[src/sv/kmsm_ram.sv]
module kmsm_ram #(
    parameter int WIDTH = 8,
    parameter int DEPTH = 256
) (
    input  logic                     clk,
    input  logic                     wen,
    input  logic [$clog2(DEPTH)-1:0] waddr,
    input  logic [WIDTH-1:0]         wdata,
    input  logic [$clog2(DEPTH)-1:0] raddr,
    output logic [WIDTH-1:0]         rdata
);

    logic [WIDTH-1:0] mem [DEPTH];

    always_ff @(posedge clk)
    begin
        if (wen)
        begin
            mem[waddr] <= wdata;
        end
        rdata <= mem[raddr];
    end

endmodule

[config.mk]
export PLATFORM = sky130hd
export DESIGN_NAME = kmsm_ram
export DESIGN_NICKNAME = d
export VERILOG_FILES = /design/src/sv/kmsm_ram.sv
export SDC_FILE = /design/constraint.sdc
export NUM_CORES = 2
export LEC_CHECK = 0
export BUFFER_PORTS_ARGS = -buffer_cell sky130_fd_sc_hd__buf_2
export CORE_UTILIZATION = 35
export DETAILED_ROUTE_END_ITERATION = 7
export PLACE_DENSITY = 0.51
export SLEW_MARGIN = 20
export SYNTH_ARGS = -nofsm -noshare
export SYNTH_HDL_FRONTEND = slang
export SYNTH_SLANG_ARGS = --single-unit
[constraint.sdc]
create_clock -name clk -period 2 [get_ports clk]
set_input_delay 0.2 -clock clk [delete_from_list [all_inputs] [get_ports clk]]
set_output_delay 0.2 -clock clk [all_outputs]
set_load 0.03 [all_outputs]
==> qor.csv <==
metric,value,unit
total wire length,218300,um
Slew HR,50.47,%
final setup skew,0.03503,ns
worst-margin pin slew,0.7429,ns
first-pass GRT wire length,311900,um
CP Max Fanout,1,
Top Ports,34,
commonest register cell after synthesis,edfxtp_1,
postcts setup bufs,0,
Vias,40730,
Slew Limit Fails,0,
Area Overhead vs Synth,22.33,%
syn_area_per_cell,21.31,um2
Util after Layout,43.19,%
HP Class,in2reg,
Post-synth EDFFs,2048,
# Max-Cap Violations,0,
layout cells sized above 1,36.02,%
DRC Markers,0,
Synth Instances,3733,
TritonCTS Sinks,2056,
crit path kind,reg2reg,
wire length per cell,28.04,um
antenna-violating nets left,0,
Final WS setup,-0.3039,ns
unrepaired setup endpoints after global routing,yes,
failing checks,setup timing,
final setup vio count,8,
Total GRT Usage,19.02,%
drt pass-1 iters,7,
CP required,2.71,ns
Final Hold Vio Count,0,
Initial Util,35.31,%
register area share after synthesis,77.50,%
most frequent cells in the layout,"2,048 x edfxtp_1, 736 x buf_4, 455 x mux4_2, 274 x nor2_1, 216 x clkbuf_16",
LEAKAGE,31.69,nW
P per Cell Area,956.7,mW/mm2
"Async S/R FF share, synth",0,%
CTS tree,done,
clk_lat worst skew,0.86,ns
initial antenna violation count,14,
Worst IR Drop VDD,0.8253,mV
Synth cell types,55,
die area,0.2292,mm2
nets,4617,
Die W,478.8,um
Min Hold Slack,0.1890,ns
Worst-path clk slew,0.06,ns
net count after synthesis,3759,
min cycle time layout,2.304,ns
IO buf count,33,
CP peak stage delay,0.52,ns
crit-path cells,"mux4_2, mux4_2, nor2b_1, nor4_4, nor4_1",
Yosys reg bits,2056,
status,finished with violations,
Most common cell on crit path,mux4_2,
largest net degree at the start of global routing,116,
row cnt,174,
number of global-route vias before repair,41820,
Die H,478.8,um
H-Tree Depth,4,
crit path launch type,register,
Critical Path Sink Type,register,
Final GP Congestion,0.8571,
Layout fillers,19530,
post-DP HPWL,145900,um
Final period util,115.2,%
total CTS buffers,214,
Core Area,0.2253,mm2
Fmax,434.1,MHz
Synth Warn #,0,
DR iter-0 viols,4154,
Synth Cell Area,0.07956,mm2
slowest CP cell,mux4_2,
global route total overflow,0,
DR vias/cell,5.231,
Max clock buf depth,3,
pre-CTS setup slack,-1.282,ns
Root Driver,clkbuf_16,
Setup TNS,-1.487,ns
CP Data Arrival Time,3.02,ns
"most common cell after layout, fill and taps aside",edfxtp_1,
report_power, final:
| part | internal [mW] | leakage [nW] | switching, mW | total (mW) |
|---|---|---|---|---|
| registers | 47.5 | 18.5 | 0.108 | 47.6 |
| clock network | 23.1 | 3.47 | 16.9 | 40.0 |
| logic | 2.24 | 9.75 | 3.24 | 5.48 |
| total | 72.8 | 31.7 | 20.3 | 93.1 |
stage by stage:
stage          instances  power [mW]  cell area, um2
2_1_floorplan       3733       50.89           79840
3_3_place_gp        7361       53.89           89750
3_5_place_dp        7361       53.93           89760
4_1_cts             7771       93.95           97200
5_1_grt             7777       95.71           97300
6_report            7785       93.10           97320
repair_timing:
action,4_1_cts,5_1_grt
pin swaps,25,14
endpoints found under the setup margin,9,8
endpoints found under the hold margin,1136,0
hold buffers,8,0
gates resized for setup,52,17
cell usage after synthesis (all sizes together) (12+ instances only):
master	instances	area [um2]
edfxtp	2048	61500
mux4	456	10280
nor2	282	1059
mux2i	134	1341
a22oi	133	998.5
buf	122	1032
clkbuf	111	416.7
a21oi	96	480.5
o221ai	47	417.9
nand3	34	170.2
nand2	33	123.9
nor2b	31	193.9
o22ai	28	175.2
nor4	27	187.7
nor3	22	110.1
a211oi	16	120.1
a221oi	14	128.9
o21ai	12	60.06
critical path: cells and delay by family, from the launching register on:
family / cells / cell delay, ns
muxes: 2 / 1.03
and+or+nand+nor: 3 / 0.79
DFF: 1 / 0.37
path summary, 6_finish.rpt:
check | startpoint | endpoint | slack (ns) | depth (start not counted)
min reg2reg | mem[33][5] | rdata[5] | 1.13 | 8
max | mem[83][4] | rdata[4] | -0.30 | 5
min | waddr[0] | mem[163][5] | 0.19 | 4
max reg2reg | mem[83][4] | rdata[4] | -0.30 | 5
layout make-up:
type | instances | area (um2) | share of cell area (%)
well taps | 2992 | 3744 | 3.847
diodes | 15 | 37.54 | 0.03857
clock inverters | 138 | 1493 | 1.534
repair buffers | 875 | 7854 | 8.070
flip-flops and latches | 2056 | 61660 | 63.36
inverters | 2 | 7.507 | 0.007714
clock buffers | 265 | 5599 | 5.753
multi-input cells | 1442 | 16930 | 17.39
sequential cells by signal, summed over array words and instances (netlist names):
name / count
mem: 2048
rdata: 8
kinds of logic (layout without fill, tap and decap cells):
family | count (synthesis) | in the layout | share of synthesized area (%)
AOI/OAI and AO/OA | 385 | 385 | 3.419
buffers and inverters | 235 | 1280 | 1.831
DFF | 2056 | 2056 | 77.50
muxes | 591 | 591 | 14.62
other | 0 | 15 | 0
and+or+nand+nor | 466 | 466 | 2.628
metal layers:
layer / up-vias / track usage (%) / share of wire (%) / wire [um]
li1: 17460 / - / - / -
met1: 21840 / 26.81 / 44 / 95610
met2: 1172 / 30.45 / 48 / 104500
met3: 261 / 3.171 / 5.8 / 12670
met4: 2 / 5.119 / 2.4 / 5307
met5: - / 0.6421 / 0.095 / 208
Note: power is estimated with default switching activity, not from simulation.
