--- config.mk ---
export PLATFORM = sky130hd
export DESIGN_NAME = kmsm_scan
export DESIGN_NICKNAME = d
export VERILOG_FILES = /design/src/sv/kmsm_pkg.sv /design/src/sv/kmsm_scan.sv
export SDC_FILE = /design/constraint.sdc
export NUM_CORES = 1
export LEC_CHECK = 0
export BUFFER_PORTS_ARGS = -buffer_cell sky130_fd_sc_hd__buf_2
export CORE_ASPECT_RATIO = 0.75
export CORE_MARGIN = 3
export CORE_UTILIZATION = 55
export CTS_BUF_LIST = sky130_fd_sc_hd__clkbuf_16
export CTS_CLUSTER_DIAMETER = 120
export CTS_CLUSTER_SIZE = 12
export DETAILED_ROUTE_END_ITERATION = 12
export PLACE_DENSITY = 0.86
export SLEW_MARGIN = 20
export SYNTH_ARGS = -nofsm -noshare
export SYNTH_HDL_FRONTEND = slang
export SYNTH_SLANG_ARGS = --single-unit
--- constraint.sdc ---
create_clock -name clk -period 7.9 [get_ports clk]
set_input_delay 2.37 -clock clk [delete_from_list [all_inputs] [get_ports clk]]
set_output_delay 2.37 -clock clk [all_outputs]
set_load 0.05 [all_outputs]
--- src/sv/kmsm_pkg.sv ---
package kmsm_pkg;

    localparam int COLUMNS_DEFAULT    = 2048;
    localparam int MAX_HEIGHT_DEFAULT = 8;

    localparam int SELECT_W   = 32;
    localparam int LIMIT_W    = 33;
    localparam int CFG_IDX_W  = 3;
    localparam int OUTCOME_W  = 3;
    localparam int COLUMN_W   = 11;
    localparam int OCCUPIED_W = 15;
    localparam int COUNT_W    = 12;

    localparam int CELL_EMPTY     = 0;
    localparam int CELL_HEAD      = 1;
    localparam int CELL_BODY_BASE = 2;

    typedef enum logic [CFG_IDX_W-1:0] {
        CFG_ADS_NO_GROUND  = 3'd0,
        CFG_ADS_ONE_GROUND = 3'd1,
        CFG_ADS_TWO_GROUND = 3'd2,
        CFG_DES_NO_GROUND  = 3'd3,
        CFG_DES_ONE_GROUND = 3'd4,
        CFG_DES_TWO_GROUND = 3'd5
    } cfg_index_t;

    typedef enum logic [OUTCOME_W-1:0] {
        OUTCOME_NONE         = 3'd0,
        OUTCOME_ADS_REJECTED = 3'd1,
        OUTCOME_ADS_DONE     = 3'd2,
        OUTCOME_ADS_UNDONE   = 3'd3,
        OUTCOME_DES_REJECTED = 3'd4,
        OUTCOME_DES_DONE     = 3'd5
    } outcome_t;

    typedef struct packed {
        logic valid;
        logic adsorbable;
        logic desorbable;
        logic last;
    } pair_flags_t;

endpackage

--- src/sv/kmsm_scan.sv ---
module kmsm_scan #(
    parameter int COLUMNS    = kmsm_pkg::COLUMNS_DEFAULT,
    parameter int MAX_HEIGHT = kmsm_pkg::MAX_HEIGHT_DEFAULT
) (
    input  logic                                          clk,
    input  logic                                          rst_n,
    input  logic                                          start,
    output logic [$clog2(COLUMNS)-1:0]                    h_raddr,
    input  logic [$clog2(MAX_HEIGHT+1)-1:0]               h_rdata,
    output logic [$clog2(COLUMNS*MAX_HEIGHT)-1:0]         c_raddr,
    input  logic [$clog2(MAX_HEIGHT+2)-1:0]               c_rdata,
    output kmsm_pkg::pair_flags_t                         pair,
    output logic [$clog2(COLUMNS)-1:0]                    pair_col,
    output logic [$clog2(MAX_HEIGHT+1)-1:0]               pair_hl,
    output logic [$clog2(MAX_HEIGHT+1)-1:0]               pair_hr
);

    localparam int CW = $clog2(COLUMNS);
    localparam int HW = $clog2(MAX_HEIGHT + 1);
    localparam int KW = $clog2(MAX_HEIGHT + 2);
    localparam int AW = $clog2(COLUMNS * MAX_HEIGHT);

    logic          run_reg;
    logic [CW:0]   k_reg;
    logic          s1_valid_reg, s1_first_reg, s1_last_reg;
    logic [CW-1:0] s1_col_reg;
    logic          s2_valid_reg, s2_first_reg, s2_last_reg;
    logic [CW-1:0] s2_col_reg;
    logic [HW-1:0] s2_h_reg;
    logic [HW-1:0] prev_h_reg;
    logic [KW-1:0] prev_c_reg;
    logic [CW-1:0] prev_col_reg;
    logic          k_end;
    logic [HW-1:0] diff;
    logic          ads;

    assign k_end   = (k_reg == (CW+1)'(COLUMNS));
    assign h_raddr = k_end ? '0 : k_reg[CW-1:0];
    assign c_raddr = AW'(s1_col_reg) * AW'(MAX_HEIGHT) + AW'(h_rdata) - AW'(1);

    always_ff @(posedge clk or negedge rst_n)
    begin
        if (!rst_n)
        begin
            run_reg      <= 1'b0;
            k_reg        <= '0;
            s1_valid_reg <= 1'b0;
            s2_valid_reg <= 1'b0;
        end
        else
        begin
            if (start)
            begin
                run_reg <= 1'b1;
                k_reg   <= '0;
            end
            else if (run_reg)
            begin
                k_reg <= k_reg + (CW+1)'(1);
                if (k_end)
                begin
                    run_reg <= 1'b0;
                end
            end
            s1_valid_reg <= run_reg;
            s2_valid_reg <= s1_valid_reg;
        end
    end

    always_ff @(posedge clk)
    begin
        s1_first_reg <= (k_reg == '0);
        s1_last_reg  <= k_end;
        s1_col_reg   <= h_raddr;
        s2_first_reg <= s1_first_reg;
        s2_last_reg  <= s1_last_reg;
        s2_col_reg   <= s1_col_reg;
        s2_h_reg     <= h_rdata;
        if (s2_valid_reg)
        begin
            prev_h_reg   <= s2_h_reg;
            prev_c_reg   <= c_rdata;
            prev_col_reg <= s2_col_reg;
        end
    end

    // pair (prev, current): left column is the previous one in the stream
    assign diff = (prev_h_reg >= s2_h_reg) ? prev_h_reg - s2_h_reg : s2_h_reg - prev_h_reg;
    assign ads  = (diff <= HW'(1));

    always_comb
    begin
        pair.valid      = s2_valid_reg && !s2_first_reg;
        pair.last       = s2_last_reg;
        pair.adsorbable = ads;
        pair.desorbable = ads && (prev_h_reg != '0) && (s2_h_reg != '0)
                          && (prev_c_reg == KW'(kmsm_pkg::CELL_HEAD))
                          && (c_rdata == KW'(prev_h_reg) + KW'(kmsm_pkg::CELL_BODY_BASE - 1));
    end

    assign pair_col = prev_col_reg;
    assign pair_hl  = prev_h_reg;
    assign pair_hr  = s2_h_reg;

endmodule

==> metrics.md <==
| Metric | Value |
|---|---|
| Post-CTS setup buffer count | 0 |
| Root Driver | clkbuf_16 |
| Post-route cell area | 0.00359 sq mm |
| DRC Markers | 0 |
| Setup TNS | 0 ns |
| Multi-input logic area | 0.00124 sq mm |
| Nets | 367 |
| Hold-fix buffers, CTS | 0 |
| Final hold vios | 0 |
| Unrepaired setup endpoints after global routing | no |
| Detailed placer's ending HPWL | 4030 microns |
| Startpoint types | input port |
| PostCTS Resize Cnt | 0 |
| Distinct cells, synth | 41 |
| Vias per inst | 5.30 |
| Worst-Skew Late Latency | 0.32 ns |
| Cells after synthesis | 276 |
| Max_cap viols | 0 |
| Synth warnings | 0 |
| Max-slew violation count | 0 |
| Starting DRT DRC Count | 164 |
| H-tree level count | 3 |
| Routability cong. | 0.881 |
| Critical Path End Type | primary output |
| Fmax | 0.146 GHz |
| Most common cell after layout, fill and taps aside | buf_2 |
| Post-DP Area | 0.00329 sq mm |
| First-pass GRT wire length | 9700 microns |
| Pin count of the biggest net entering global routing | 21 |
| Final ANT Viol Nets | 0 |
| Congestion Overflow GR | 0 |
| Predominant post-synthesis flop cell | dfxtp_1 |
| Total power | 0.949 mW |
| Routed WL per cell | 14.3 microns |
| Commonest cells after routing, fill and taps aside | buf_2, inv_1, dfxtp_1, ha_1, edfxtp_1 |
| IO buf count | 58 |
| Critical path's largest stage delay | 0.45 ns |
| Core area | 0.00506 sq mm |
| Slew HR | 0.432 |
| Clock Sinks | 64 |
| Storage cell area | 0.00155 sq mm |
| Placement Rows | 22 |
| Power density cells | 265 mW/mm^2 |
| Vias in the first global route | 2,054 |
| Tightest Pin Transition | 0.852 ns |
| Fraction of registers with async set/reset | 0.234 |
| Clock buffer count from CTS | 9 |
| Number of antenna diodes | 0 |
| Clock Pin Slew Worst Setup and Hold Paths | 0.05 ns |
| CTS tree | built |
| Share of layout cells above drive strength 1 | 0.225 |
| Status | finished, final reports clean |
| Hold Path Class | flop to flop |
| Kind of critical path | input port to primary output |
| Final Skew | 0.00528 ns |
| Initial antenna violation count | 0 |
| Via count | 2,153 |
| Critical-path cell list | buf_2, inv_1, ha_1, fa_1, a211oi_2, o21ai_1, a31oi_4, nor3_1, a311o_1, buf_2 |
| CTS Buffer Depth | 2 |
| Mapped Area | 0.00299 sq mm |
| Final min period | 6.84 ns |
| Fin crit share | 0.866 |
| Syn Nets | 314 |
| Initial Util | 0.589 |
| Syn avg cell area | 10.8 sq um |
| TritonRoute pass-1 iters | 4 |
| Critical-path top delay cell | fa_1 |
| Number of synthesized flops with an enable pin | 19 |
| Worst Path Required | 5.53 ns |
| Setup-failing EPs final | 0 |
| P&R area growth vs syn | 20.2% |
| Cell mode on critical path | buf_2 |
| Worst Path Max Fanout | 5 |
| Number of I/O pins | 59 |
| Sequential area share after synthesis | 0.518 |
| Flops & latches, synth | 64 |
| Critical Path AT | 4.47 ns |
| Die Ht | 69.8 microns |
| Die area | 0.00636 sq mm |
| WL final | 5820 microns |
| Die width | 91.1 microns |
| Leak pwr | 1.72 nW |
| GRT Resource Usage Total | 0.195 |
| Maximum vdd drop | 0.000165 V |
| Largest register FFs | 12 |
| # fillers | 364 |
[Yosys cell counts (2+ instances only)]
cell type	number	area, sq um
o2111ai_1	2	17.5
a31oi_1	3	18.8
fa_1	3	60.1
o21ai_0	7	35.0
clkbuf_1	10	37.5
xor2_1	16	140
buf_4	3	22.5
a21o_1	10	75.1
a21oi_1	16	80.1
inv_1	32	120
nor3_1	5	25.0
edfxtp_1	19	571
nor4_1	4	25.0
ha_1	24	300
clkbuf_2	2	10.0
dfrtp_1	15	375
nand4_1	3	18.8
xnor2_1	10	87.6
dfxtp_1	30	601
nand2_1	10	37.5
or3_1	3	18.8
o211ai_1	4	30.0
mux2i_1	2	20.0
nand3_1	12	60.1
nor2_1	15	56.3
[per-stage QoR]
stage	instances	utilization	hold WS, ns	worst slack, ns
detailed placement	390	0.650	0.315	1.10
finish	406	0.708	0.324	1.06
floorplan	276	-	0.310	1.16
global placement	390	0.650	0.314	1.16
CTS	406	0.708	0.326	1.06
global route	406	0.708	0.334	0.887
[routing by layer]
metal,vias up,wire [microns],global-route usage
met5,-,0,0
li1,1052,-,-
met4,0,90,0.0635
met1,1019,2570,0.245
met3,13,314,0.0716
met2,69,2850,0.313
[power by group]
group	internal, mW	leakage (nW)	switching (mW)
sequential	0.350	0.655	0.00733
clock	0.245	0.156	0.129
combinational	0.0587	0.913	0.160
[worst max-delay path, delay by kind of cell]
family,cells,cell delay (ns)
compound gates,4,0.93
buf+inv,3,0.40
fa+ha+maj,2,0.66
simple gates,1,0.10
[cell families (layout without fill, tap and decap cells)]
logic type      count (synthesis)  in the layout  synth area share
flops                          64             64             0.518
simple gates                   57             57            0.0930
compound gates                 52             52             0.120
buf+inv                        48            106            0.0654
fa+ha+maj                      27             27             0.121
xor+xnor                       26             26            0.0763
mux                             2              2           0.00671
[final timing paths]
check | slack (ns) | cells past startpoint | start | end
worst max register to register | 6.39 | 5 | k_reg[3]$_DFFE_PN0P_ | k_reg[11]$_DFFE_PN0P_
max in group asynchronous | 5.69 | 1 | rst_n | k_reg[11]$_DFFE_PN0P_
worst max-delay path | 1.06 | 10 | h_rdata[1] | c_raddr[11]
worst min register to register | 0.32 | 0 | s1_last_reg$_DFF_P_ | s2_last_reg$_DFF_P_
min in group asynchronous | 1.95 | 1 | rst_n | k_reg[9]$_DFFE_PN0P_
worst min-delay path | 0.32 | 0 | s1_last_reg$_DFF_P_ | s2_last_reg$_DFF_P_
[layout make-up]
| class | count | share of cell area |
|---|---|---|
| clock buffer | 11 | 0.0767 |
| clock inverter | 5 | 0.00593 |
| inverter | 32 | 0.0335 |
| multi-input combinational | 164 | 0.347 |
| sequential | 64 | 0.431 |
| tap | 72 | 0.0251 |
| timing repair buffer | 58 | 0.0809 |
No activity file was read; power rests on OpenSTA's default activity.
